--- config.mk ---
export PLATFORM = sky130hd
export DESIGN_NAME = systematic_comb_resampler_unit
export DESIGN_NICKNAME = d
export VERILOG_FILES = /design/src/rtl/scr_pkg.sv /design/src/rtl/scr_alu.sv /design/src/rtl/scr_seq.sv /design/src/rtl/systematic_comb_resampler_unit.sv
export VERILOG_INCLUDE_DIRS = /design/src /design/src/rtl
export SDC_FILE = /design/constraint.sdc
export NUM_CORES = 1
export LEC_CHECK = 0
export ABC_AREA = 1
export BUFFER_PORTS_ARGS = -buffer_cell sky130_fd_sc_hd__buf_4
export CORE_MARGIN = 10
export CORE_UTILIZATION = 50
export CTS_BUF_LIST = sky130_fd_sc_hd__clkbuf_8
export DETAILED_ROUTE_END_ITERATION = 7
export PLACE_DENSITY = 0.67
export SYNTH_ARGS = -nofsm -noshare
export SYNTH_HDL_FRONTEND = slang
export SYNTH_SLANG_ARGS = --single-unit
--- constraint.sdc ---
create_clock -name clk -period 8.2 [get_ports clk]
set_input_delay 0 -clock clk [delete_from_list [all_inputs] [get_ports clk]]
set_output_delay 0 -clock clk [all_outputs]
set_load 0.03 [all_outputs]
--- src/rtl/systematic_comb_resampler_unit_defines.svh ---
// assertion macros for the systematic comb resampler
// used by the top level, expects clk and arst_n in scope
`ifndef SYSTEMATIC_COMB_RESAMPLER_UNIT_DEFINES_SVH
`define SYSTEMATIC_COMB_RESAMPLER_UNIT_DEFINES_SVH

`ifndef ASSERT_OFF
`define SCR_ASSERT(lbl, prop, msg) \
	lbl: assert property (@(posedge clk) disable iff (!arst_n) (prop)) else $error(msg);
`define SCR_ASSERT_NEXT(lbl, ante, cons, msg) \
	lbl: assert property (@(posedge clk) disable iff (!arst_n) (ante) |=> (cons)) \
		else $error(msg);
`else
`define SCR_ASSERT(lbl, prop, msg)
`define SCR_ASSERT_NEXT(lbl, ante, cons, msg)
`endif

`endif

--- src/rtl/scr_pkg.sv ---
// shared widths, beat types, sequencer codes and unit interfaces
// for the systematic comb resampler; no dependencies
package scr_pkg;

	localparam int COUNT_BITS    = 20;
	localparam int FRACTION_BITS = 32;

	localparam int TAG_W      = 32;
	localparam int FRAC_W     = 32;
	localparam int CFG_W      = 21;
	localparam int START_W    = 20;
	localparam int POS_W      = COUNT_BITS + 1;
	localparam int PROD_W     = POS_W + CFG_W + 1;
	localparam int ALU_W      = PROD_W + 1;
	localparam int OPND_W     = (PROD_W > FRACTION_BITS) ? PROD_W : FRACTION_BITS;
	localparam int ITER_W     = $clog2(OPND_W);
	localparam int FRAC_SHIFT = FRAC_W - FRACTION_BITS;
	localparam int CFG_IDX_W  = 2;

	localparam logic [CFG_IDX_W-1:0] REG_TARGET_COUNT = 2'd0;
	localparam logic [CFG_IDX_W-1:0] REG_BANK_TOTAL   = 2'd1;
	localparam logic [CFG_IDX_W-1:0] REG_LOCAL_START  = 2'd2;

	localparam logic [CFG_W-1:0]   TARGET_RESET = CFG_W'(1024);
	localparam logic [CFG_W-1:0]   BANK_RESET   = CFG_W'(1024);
	localparam logic [START_W-1:0] START_RESET  = '0;

	typedef struct packed {
		logic              first_site;
		logic [FRAC_W-1:0] offset_fraction;
		logic [TAG_W-1:0]  site_tag;
	} in_beat_t;

	typedef struct packed {
		logic [TAG_W-1:0] out_tag;
		logic [CFG_W-1:0] copies;
	} out_beat_t;

	typedef enum logic [12:0] {
		ST_IDLE = 13'b0000000000001,
		ST_QMUL = 13'b0000000000010,
		ST_GMUL = 13'b0000000000100,
		ST_DIFF = 13'b0000000001000,
		ST_DIV  = 13'b0000000010000,
		ST_KFIX = 13'b0000000100000,
		ST_RADD = 13'b0000001000000,
		ST_KMUL = 13'b0000010000000,
		ST_LADD = 13'b0000100000000,
		ST_CMP  = 13'b0001000000000,
		ST_ADDL = 13'b0010000000000,
		ST_ADDR = 13'b0100000000000
	} step_t;

	typedef struct packed {
		logic accept;
		logic need_prep;
		logic first;
		logic neg;
		logic tooth_lt_n;
		logic out_free;
	} seq_status_t;

	typedef struct packed {
		step_t step;
		logic  last;
	} seq_ctrl_t;

	typedef struct packed {
		logic [PROD_W-1:0] x;
		logic [PROD_W-1:0] y;
		logic              inv;
		logic              cin;
	} alu_req_t;

	typedef struct packed {
		logic [ALU_W-1:0] sum;
		logic             neg;
	} alu_res_t;

endpackage

--- src/rtl/scr_alu.sv ---
// shared add / subtract / compare unit of the comb resampler
// depends on scr_pkg
module scr_alu import scr_pkg::*; (
	input  alu_req_t req,
	output alu_res_t res
);

	logic [ALU_W-1:0] x_ext;
	logic [ALU_W-1:0] y_ext;
	logic [ALU_W-1:0] y_op;

	assign x_ext   = {1'b0, req.x};
	assign y_ext   = {1'b0, req.y};
	assign y_op    = req.inv ? ~y_ext : y_ext;
	assign res.sum = x_ext + y_op + {{(ALU_W-1){1'b0}}, req.cin};
	assign res.neg = res.sum[ALU_W-1];

endmodule

--- src/rtl/scr_seq.sv ---
// step sequencer and bit counter of the comb resampler
// depends on scr_pkg
module scr_seq import scr_pkg::*; (
	input  logic        clk,
	input  logic        arst_n,
	input  seq_status_t status,
	output seq_ctrl_t   ctrl
);

	step_t             step_q;
	step_t             step_d;
	logic [ITER_W-1:0] cnt_q;
	logic [ITER_W-1:0] cnt_d;
	logic              last;

	assign last      = (cnt_q == '0);
	assign ctrl.step = step_q;
	assign ctrl.last = last;

	always_comb begin
		step_d = step_q;
		cnt_d  = cnt_q - 1'b1;
		case (step_q)
			ST_IDLE: begin
				cnt_d = ITER_W'(FRACTION_BITS - 1);
				if (status.accept) begin
					step_d = status.need_prep ? ST_QMUL : ST_CMP;
				end
			end
			ST_QMUL: begin
				if (last) begin
					step_d = ST_GMUL;
					cnt_d  = ITER_W'(POS_W - 1);
				end
			end
			ST_GMUL: begin
				if (last) begin
					step_d = status.first ? ST_DIFF : ST_RADD;
				end
			end
			ST_DIFF: begin
				cnt_d  = ITER_W'(PROD_W - 1);
				step_d = status.neg ? ST_RADD : ST_DIV;
			end
			ST_DIV: begin
				if (last) begin
					step_d = ST_KFIX;
				end
			end
			ST_KFIX: step_d = ST_RADD;
			ST_RADD: begin
				cnt_d  = ITER_W'(CFG_W - 1);
				step_d = ST_KMUL;
			end
			ST_KMUL: begin
				if (last) begin
					step_d = ST_LADD;
				end
			end
			ST_LADD: step_d = ST_CMP;
			ST_CMP: begin
				step_d = (status.neg && status.tooth_lt_n) ? ST_ADDL : ST_ADDR;
			end
			ST_ADDL: step_d = ST_CMP;
			ST_ADDR: begin
				if (status.out_free) begin
					step_d = ST_IDLE;
				end
			end
			default: step_d = ST_IDLE;
		endcase
	end

	always_ff @(posedge clk or negedge arst_n) begin
		if (!arst_n) begin
			step_q <= ST_IDLE;
			cnt_q  <= '0;
		end else begin
			step_q <= step_d;
			cnt_q  <= cnt_d;
		end
	end

endmodule

--- src/rtl/systematic_comb_resampler_unit.sv ---
// top level of the systematic comb resampler: registers, datapath and output stage
// depends on scr_pkg, scr_alu, scr_seq and systematic_comb_resampler_unit_defines.svh
//
// channel  signals                         beat
// in       in_valid / in_ready / in_data   first_site, offset_fraction, site_tag
// out      out_valid / out_ready / out_data out_tag, copies
// cfg      cfg_we / cfg_index / cfg_data   target_count, bank_total, local_start
//
// a site that draws c copies steps through accept, one compare and one add per tooth
// on the shared adder, a final compare, then the position update
// the first site of a generation also runs the offset product, position product,
// long division if needed and tooth product; the first beat after reset or a count or
// bank write also runs the offset, position and tooth products to rebuild the bounds
// in_ready is high only while the sequencer idles; one finished result waits in the
// output register, and a full output register holds the last step of the next beat
`include "systematic_comb_resampler_unit_defines.svh"

module systematic_comb_resampler_unit import scr_pkg::*; (
	input  logic                 clk,
	input  logic                 arst_n,
	input  logic                 in_valid,
	output logic                 in_ready,
	input  in_beat_t             in_data,
	output logic                 out_valid,
	input  logic                 out_ready,
	output out_beat_t            out_data,
	input  logic                 cfg_we,
	input  logic [CFG_IDX_W-1:0] cfg_index,
	input  logic [CFG_W-1:0]     cfg_data
);

	logic [CFG_W-1:0]   target_q;
	logic [CFG_W-1:0]   bank_q;
	logic [START_W-1:0] local_start_q;

	logic [POS_W-1:0]   pos_q;
	logic [CFG_W-1:0]   tooth_q;
	logic [FRAC_W-1:0]  frac_q;
	logic               stale_q;
	logic               out_valid_q;

	logic               first_q;
	logic [TAG_W-1:0]   tag_q;
	logic [CFG_W-1:0]   copies_q;
	logic [CFG_W-1:0]   q_q;
	logic [PROD_W-1:0]  acc_q;
	logic [OPND_W-1:0]  opnd_q;
	logic [CFG_W-1:0]   rem_q;
	logic [PROD_W-1:0]  lhs_q;
	logic [PROD_W-1:0]  rhs_q;
	out_beat_t          out_q;

	seq_status_t        status;
	seq_ctrl_t          ctrl;
	alu_req_t           req;
	alu_res_t           res;

	logic               accept;
	logic               out_free;
	logic [CFG_W-1:0]   t_eff;
	logic [PROD_W-1:0]  t_ext;
	logic [PROD_W-1:0]  n_ext;
	logic [CFG_W:0]     rem2;
	logic               opnd_top;
	logic [FRAC_W-1:0]  f_src;
	logic [POS_W-1:0]   pos_next;
	logic               wrap;

	assign in_ready  = (ctrl.step == ST_IDLE);
	assign accept    = in_valid && in_ready;
	assign out_free  = !out_valid_q || out_ready;
	assign out_valid = out_valid_q;
	assign out_data  = out_q;

	assign t_eff    = (bank_q == '0) ? CFG_W'(1) : bank_q;
	assign t_ext    = PROD_W'(t_eff);
	assign n_ext    = PROD_W'(target_q);
	assign rem2     = {rem_q, opnd_top};
	assign opnd_top = opnd_q[OPND_W-1];
	assign f_src    = in_data.first_site ? in_data.offset_fraction : frac_q;
	assign pos_next = pos_q + 1'b1;
	assign wrap     = (pos_next == '0);

	assign status.accept     = accept;
	assign status.need_prep  = in_data.first_site || stale_q;
	assign status.first      = first_q;
	assign status.neg        = res.neg;
	assign status.tooth_lt_n = (tooth_q < target_q);
	assign status.out_free   = out_free;

	scr_seq u_seq (
		.clk    (clk),
		.arst_n (arst_n),
		.status (status),
		.ctrl   (ctrl)
	);

	scr_alu u_alu (
		.req (req),
		.res (res)
	);

	always_comb begin
		req.x   = '0;
		req.y   = '0;
		req.inv = 1'b0;
		req.cin = 1'b0;
		case (ctrl.step)
			ST_QMUL: begin
				req.x = acc_q;
				req.y = opnd_q[0] ? t_ext : '0;
			end
			ST_GMUL: begin
				req.x = acc_q << 1;
				req.y = opnd_top ? n_ext : '0;
			end
			ST_DIFF: begin
				req.x   = acc_q;
				req.y   = PROD_W'(q_q);
				req.inv = 1'b1;
			end
			ST_DIV: begin
				req.x   = PROD_W'(rem2);
				req.y   = t_ext;
				req.inv = 1'b1;
				req.cin = 1'b1;
			end
			ST_KFIX: begin
				req.x   = opnd_q[PROD_W-1:0];
				req.y   = n_ext;
				req.inv = 1'b1;
				req.cin = 1'b1;
			end
			ST_RADD: begin
				req.x = acc_q;
				req.y = n_ext;
			end
			ST_KMUL: begin
				req.x = acc_q << 1;
				req.y = opnd_top ? t_ext : '0;
			end
			ST_LADD: begin
				req.x = acc_q;
				req.y = PROD_W'(q_q);
			end
			ST_CMP: begin
				req.x   = lhs_q;
				req.y   = rhs_q;
				req.inv = 1'b1;
				req.cin = 1'b1;
			end
			ST_ADDL: begin
				req.x = lhs_q;
				req.y = t_ext;
			end
			ST_ADDR: begin
				req.x = rhs_q;
				req.y = n_ext;
			end
			default: begin
				req.x = '0;
			end
		endcase
	end

	always_ff @(posedge clk or negedge arst_n) begin
		if (!arst_n) begin
			target_q      <= TARGET_RESET;
			bank_q        <= BANK_RESET;
			local_start_q <= START_RESET;
			pos_q         <= '0;
			tooth_q       <= '0;
			frac_q        <= '0;
			stale_q       <= 1'b1;
			out_valid_q   <= 1'b0;
		end else begin
			if ((ctrl.step == ST_ADDR) && out_free) begin
				out_valid_q <= 1'b1;
			end else if (out_ready) begin
				out_valid_q <= 1'b0;
			end
			if (cfg_we && (cfg_index inside {REG_TARGET_COUNT, REG_BANK_TOTAL})) begin
				stale_q <= 1'b1;
			end else if (ctrl.step == ST_LADD) begin
				stale_q <= 1'b0;
			end
			case (ctrl.step)
				ST_IDLE: begin
					if (accept && in_data.first_site) begin
						pos_q  <= POS_W'(local_start_q);
						frac_q <= in_data.offset_fraction;
					end
				end
				ST_DIFF: begin
					if (res.neg) begin
						tooth_q <= '0;
					end
				end
				ST_KFIX: begin
					tooth_q <= res.neg ? (opnd_q[CFG_W-1:0] + 1'b1) : target_q;
				end
				ST_ADDL: tooth_q <= tooth_q + 1'b1;
				ST_ADDR: begin
					if (out_free) begin
						pos_q <= pos_next;
					end
				end
				default: begin
					tooth_q <= tooth_q;
				end
			endcase
			if (cfg_we) begin
				case (cfg_index)
					REG_TARGET_COUNT: begin
						target_q <= cfg_data;
					end
					REG_BANK_TOTAL: begin
						bank_q <= cfg_data;
					end
					REG_LOCAL_START: begin
						local_start_q <= cfg_data[START_W-1:0];
					end
					default: begin
						local_start_q <= local_start_q;
					end
				endcase
			end
		end
	end

	always_ff @(posedge clk) begin
		case (ctrl.step)
			ST_IDLE: begin
				if (accept) begin
					tag_q    <= in_data.site_tag;
					first_q  <= in_data.first_site;
					copies_q <= '0;
					acc_q    <= '0;
					opnd_q   <= OPND_W'(f_src >> FRAC_SHIFT);
				end
			end
			ST_QMUL: begin
				if (ctrl.last) begin
					q_q    <= res.sum[CFG_W:1];
					acc_q  <= '0;
					opnd_q <= OPND_W'(pos_q) << (OPND_W - POS_W);
				end else begin
					acc_q  <= res.sum[ALU_W-1:1];
					opnd_q <= opnd_q >> 1;
				end
			end
			ST_GMUL: begin
				acc_q  <= res.sum[PROD_W-1:0];
				opnd_q <= opnd_q << 1;
			end
			ST_DIFF: begin
				if (!res.neg) begin
					opnd_q <= OPND_W'(res.sum[PROD_W-1:0]) << (OPND_W - PROD_W);
					rem_q  <= '0;
				end
			end
			ST_DIV: begin
				rem_q  <= res.neg ? rem2[CFG_W-1:0] : res.sum[CFG_W-1:0];
				opnd_q <= {opnd_q[OPND_W-2:0], !res.neg};
			end
			ST_RADD: begin
				rhs_q  <= res.sum[PROD_W-1:0];
				acc_q  <= '0;
				opnd_q <= OPND_W'(tooth_q) << (OPND_W - CFG_W);
			end
			ST_KMUL: begin
				acc_q  <= res.sum[PROD_W-1:0];
				opnd_q <= opnd_q << 1;
			end
			ST_LADD: lhs_q <= res.sum[PROD_W-1:0];
			ST_ADDL: begin
				lhs_q    <= res.sum[PROD_W-1:0];
				copies_q <= copies_q + 1'b1;
			end
			ST_ADDR: begin
				if (out_free) begin
					rhs_q         <= wrap ? n_ext : res.sum[PROD_W-1:0];
					out_q.out_tag <= tag_q;
					out_q.copies  <= copies_q;
				end
			end
			default: begin
				acc_q <= acc_q;
			end
		endcase
	end

	`SCR_ASSERT_NEXT(a_busy_after_accept, accept, !in_ready, "ready after an accepted beat")
	`SCR_ASSERT(a_tooth_after_compare, (ctrl.step == ST_ADDL) |-> $past(ctrl.step == ST_CMP),
		"tooth step without a compare")
	`SCR_ASSERT_NEXT(a_result_loaded, (ctrl.step == ST_ADDR) && out_free,
		out_valid && (out_data.copies == $past(copies_q)), "result beat not loaded")

endmodule

==> summary.txt <==
Total Routing Usage GR = 35.1%
Post-synth top cells = 876 x nand2_1, 423 x inv_1, 321 x edfxtp_1
Synth Area per Inst = 8.23 um2
worst hold path endpoint = tag_q[12]$_DFFE_PP_
DR vias/cell = 6.09
Setup TNS Final = 0 ps
register area share after synthesis = 49.3%
DR iter-0 viols = 3453
Vias = 26508
r2r setup slk = 1220 ps
Clk pin slew, worst setup/hold paths = 70 ps
vias in the first global route = 25595
Clock Path Buffers = 3
Hold Path Origin = in_data[12]
I/O Buffers = 147
flops & latches, synth = 477
Pre-Repair DR Iteration Count = 6
H-tree lvl count = 3
core area = 0.0541 mm2
WHS Path Cells = 2
Clock Latency Late Sink = 720 ps
Rel. slew slack = 20.3%
Slew Viols, Final = 0
Leak = 14.4 nW
RSZ-0062 raised after global routing = false
cell count after placement = 4088
drt wl/cell = 26.2 um
Post-synth EDFFs = 321
CTS tree = done
Peak Freq = 0.143 GHz
Post-Syn Nets = 3500
crit end category = register
final hold viol count = 0
area delta synth->final = 16.7%
Top FF cell, synth = edfxtp_1
VDD IR-drop max = 190 uV
global routing usage on met3 = 8.10%
gr ovfl total = 0
Final HPWL DP = 84000 um
Finished Layout Cells = 4353
Worst R2R Path Depth = 21
Crit Path Max Fanout = 35
TritonCTS buffer count = 84
Worst Setup Start Kind = register
final design utilization = 59.2%
die height = 254 um
Final nets = 3747
Starting Density = 50.7%
Setup WS pre-CTS = 1600 ps
initial antenna violation count = 3
Worst R2R Start = u_seq.step_q[0]$_DFFE_PN1P_
clk sink count = 477
type of the worst setup path = reg2reg
GP Congestion = 1.07
Critical Path AT = 7430 ps
largest cells by area after synthesis = edfxtp_1 35%, dfrtp_1 14%, nand2_1 12%, inv_1 5.8%, o21ai_0 5.2%
status = complete, no violations
Least-Margin Pin Slew = 1190 ps
Post-CTS Resized = 0
layout cell share with drive strength beyond 1 = 10.0%
I/O pins = 148
total wire length = 114000 um
final worst setup slack = 1220 ps
met2 usage = 55.0%
Min-Delay Path Class = in2reg
Die Area = 0.0647 mm2
DRC = 0
fin crit share = 85.1%
Synth cell types = 60
largest net degree at the start of global routing = 63
CTS Root Cell = clkbuf_8
count leader, synth = nand2_1
Yosys warning total = 0
GR peak layer = met2
GR Util met1 = 43.3%
cell count after synthesis = 3338
Cell Pwr Density = 269 mW/mm2
DRT antenna net count = 0
Std-Cell Rows = 85
Die X = 254 um
max-cap viol count = 0
reg-to-reg endpoint = rem_q[7]$_SDFFCE_PP0P_
global-route wire length before repair = 167000 um
ys async rst share = 32.7%
Required @ worst endpoint = 8650 ps
skew final = 42.6 ps
largest area contributor in the netlist = edfxtp_1
Synth top area share = 35.1%
Setup-failing EPs final = 0
Period minus WS final = 6980 ps
Post-Syn Area = 0.0275 mm2
[metrics by stage]
step,hold WS [ps],total power (W),area (um2)
final,4.59,0.00862,32000
after global routing,15.9,0.00894,32000
after CTS,0.270,0.00852,32000
after detailed placement,-37.4,0.00612,29200
after global placement,-41.8,0.00607,29200
after floorplan,-296,0.00505,27500
[power breakdown]
group	switching [W]	total, W	internal [W]	leakage, nW
Combinational	0.00177	0.00243	0.000661	8.36
Sequential	0.000526	0.00381	0.00328	5.03
Clock	0.00111	0.00237	0.00126	0.993
Total	0.00341	0.00862	0.00520	14.4
[critical path: stages (launching register included)]
cell and delay, ps:
dfstp_2 540, nor2_1 50, nand2_1 130, nor2_2 80
nand2_1 680, nand2_1 440, nor2_2 720, clkinv_1 140
buf_4 320, a22oi_1 230, o211ai_1 120, ha_1 500
nand2_1 170, nor2_1 330, nand4_1 280, nor2_1 170
nand2_1 210, nand4_1 430, nand2_1 490, buf_4 370
o21ai_0 190, inv_1 60
[flip-flops by register name, summed over array words and instances, names as in the netlist, 32 cells and up]
| name | flops |
|---|---|
| acc_q | 43 |
| frac_q | 32 |
| lhs_q | 43 |
| opnd_q | 43 |
| out_data | 53 |
| rhs_q | 43 |
| tag_q | 32 |
[area by class of cell]
type / instances / area [um2]
Clock buffer: 94 / 1290
Tap cell: 696 / 871
Sequential cell: 477 / 13500
Clock inverter: 62 / 477
Timing Repair Buffer: 291 / 2470
Fill cell: 4829 / 22100
Inverter: 434 / 1630
Multi-Input combinational cell: 2297 / 11700
Antenna cell: 2 / 5.00
[worst max-delay path by stage]
stage                                     start                      end  slack (ps)  cells after the start
global placement    u_seq.step_q[0]$_DFFE_PN1P_  rem_q[17]$_SDFFCE_PP0P_        1680                     21
CTS                 u_seq.step_q[0]$_DFFE_PN1P_   rem_q[7]$_SDFFCE_PP0P_        1540                     21
finish              u_seq.step_q[0]$_DFFE_PN1P_   rem_q[7]$_SDFFCE_PP0P_        1220                     21
detailed placement  u_seq.step_q[0]$_DFFE_PN1P_   rem_q[7]$_SDFFCE_PP0P_        1600                     21
global route        u_seq.step_q[0]$_DFFE_PN1P_   rem_q[6]$_SDFFCE_PP0P_         990                     21
floorplan           u_seq.step_q[0]$_DFFE_PN1P_      opnd_q[0]$_DFFE_PP_        3810                     19
[layout by cell type, fill, tap and decap left out, drive strengths merged, types with 41 or more instances in the layout]
master       instances
buf                185
inv                452
nand4               69
dfrtp              152
xor2                41
dlygate4sd3        106
ha                  67
a221oi              43
o21ai              289
clkbuf              94
nand2              884
nor3                47
o22ai               50
a21oi              161
nor2               272
edfxtp             321
nand3              177
[layer usage]
metal	routed length [um]	vias up	share of wire (%)
met4	8070	2	7.1
met1	43700	12666	38
met5	9	-	0.0079
li1	-	11860	-
met3	11400	374	10
met2	50900	1606	45
[kinds of logic after synthesis]
kind of cell | Yosys count | share of synthesized area [%]
AOI/OAI and AO/OA | 680 | 14.6
xor gates and xnor gates | 55 | 1.75
adders and majority gates | 69 | 3.20
buffers and inverters | 564 | 8.05
DFF | 477 | 49.3
muxes | 4 | 0.155
and+or+nand+nor | 1489 | 22.9
[repair_timing]
item,4_1_cts,5_1_grt
setup buffers,0,0
endpoints found under the hold margin,251,0
hold buffers,107,0
Note: power is estimated with default switching activity, not from simulation.
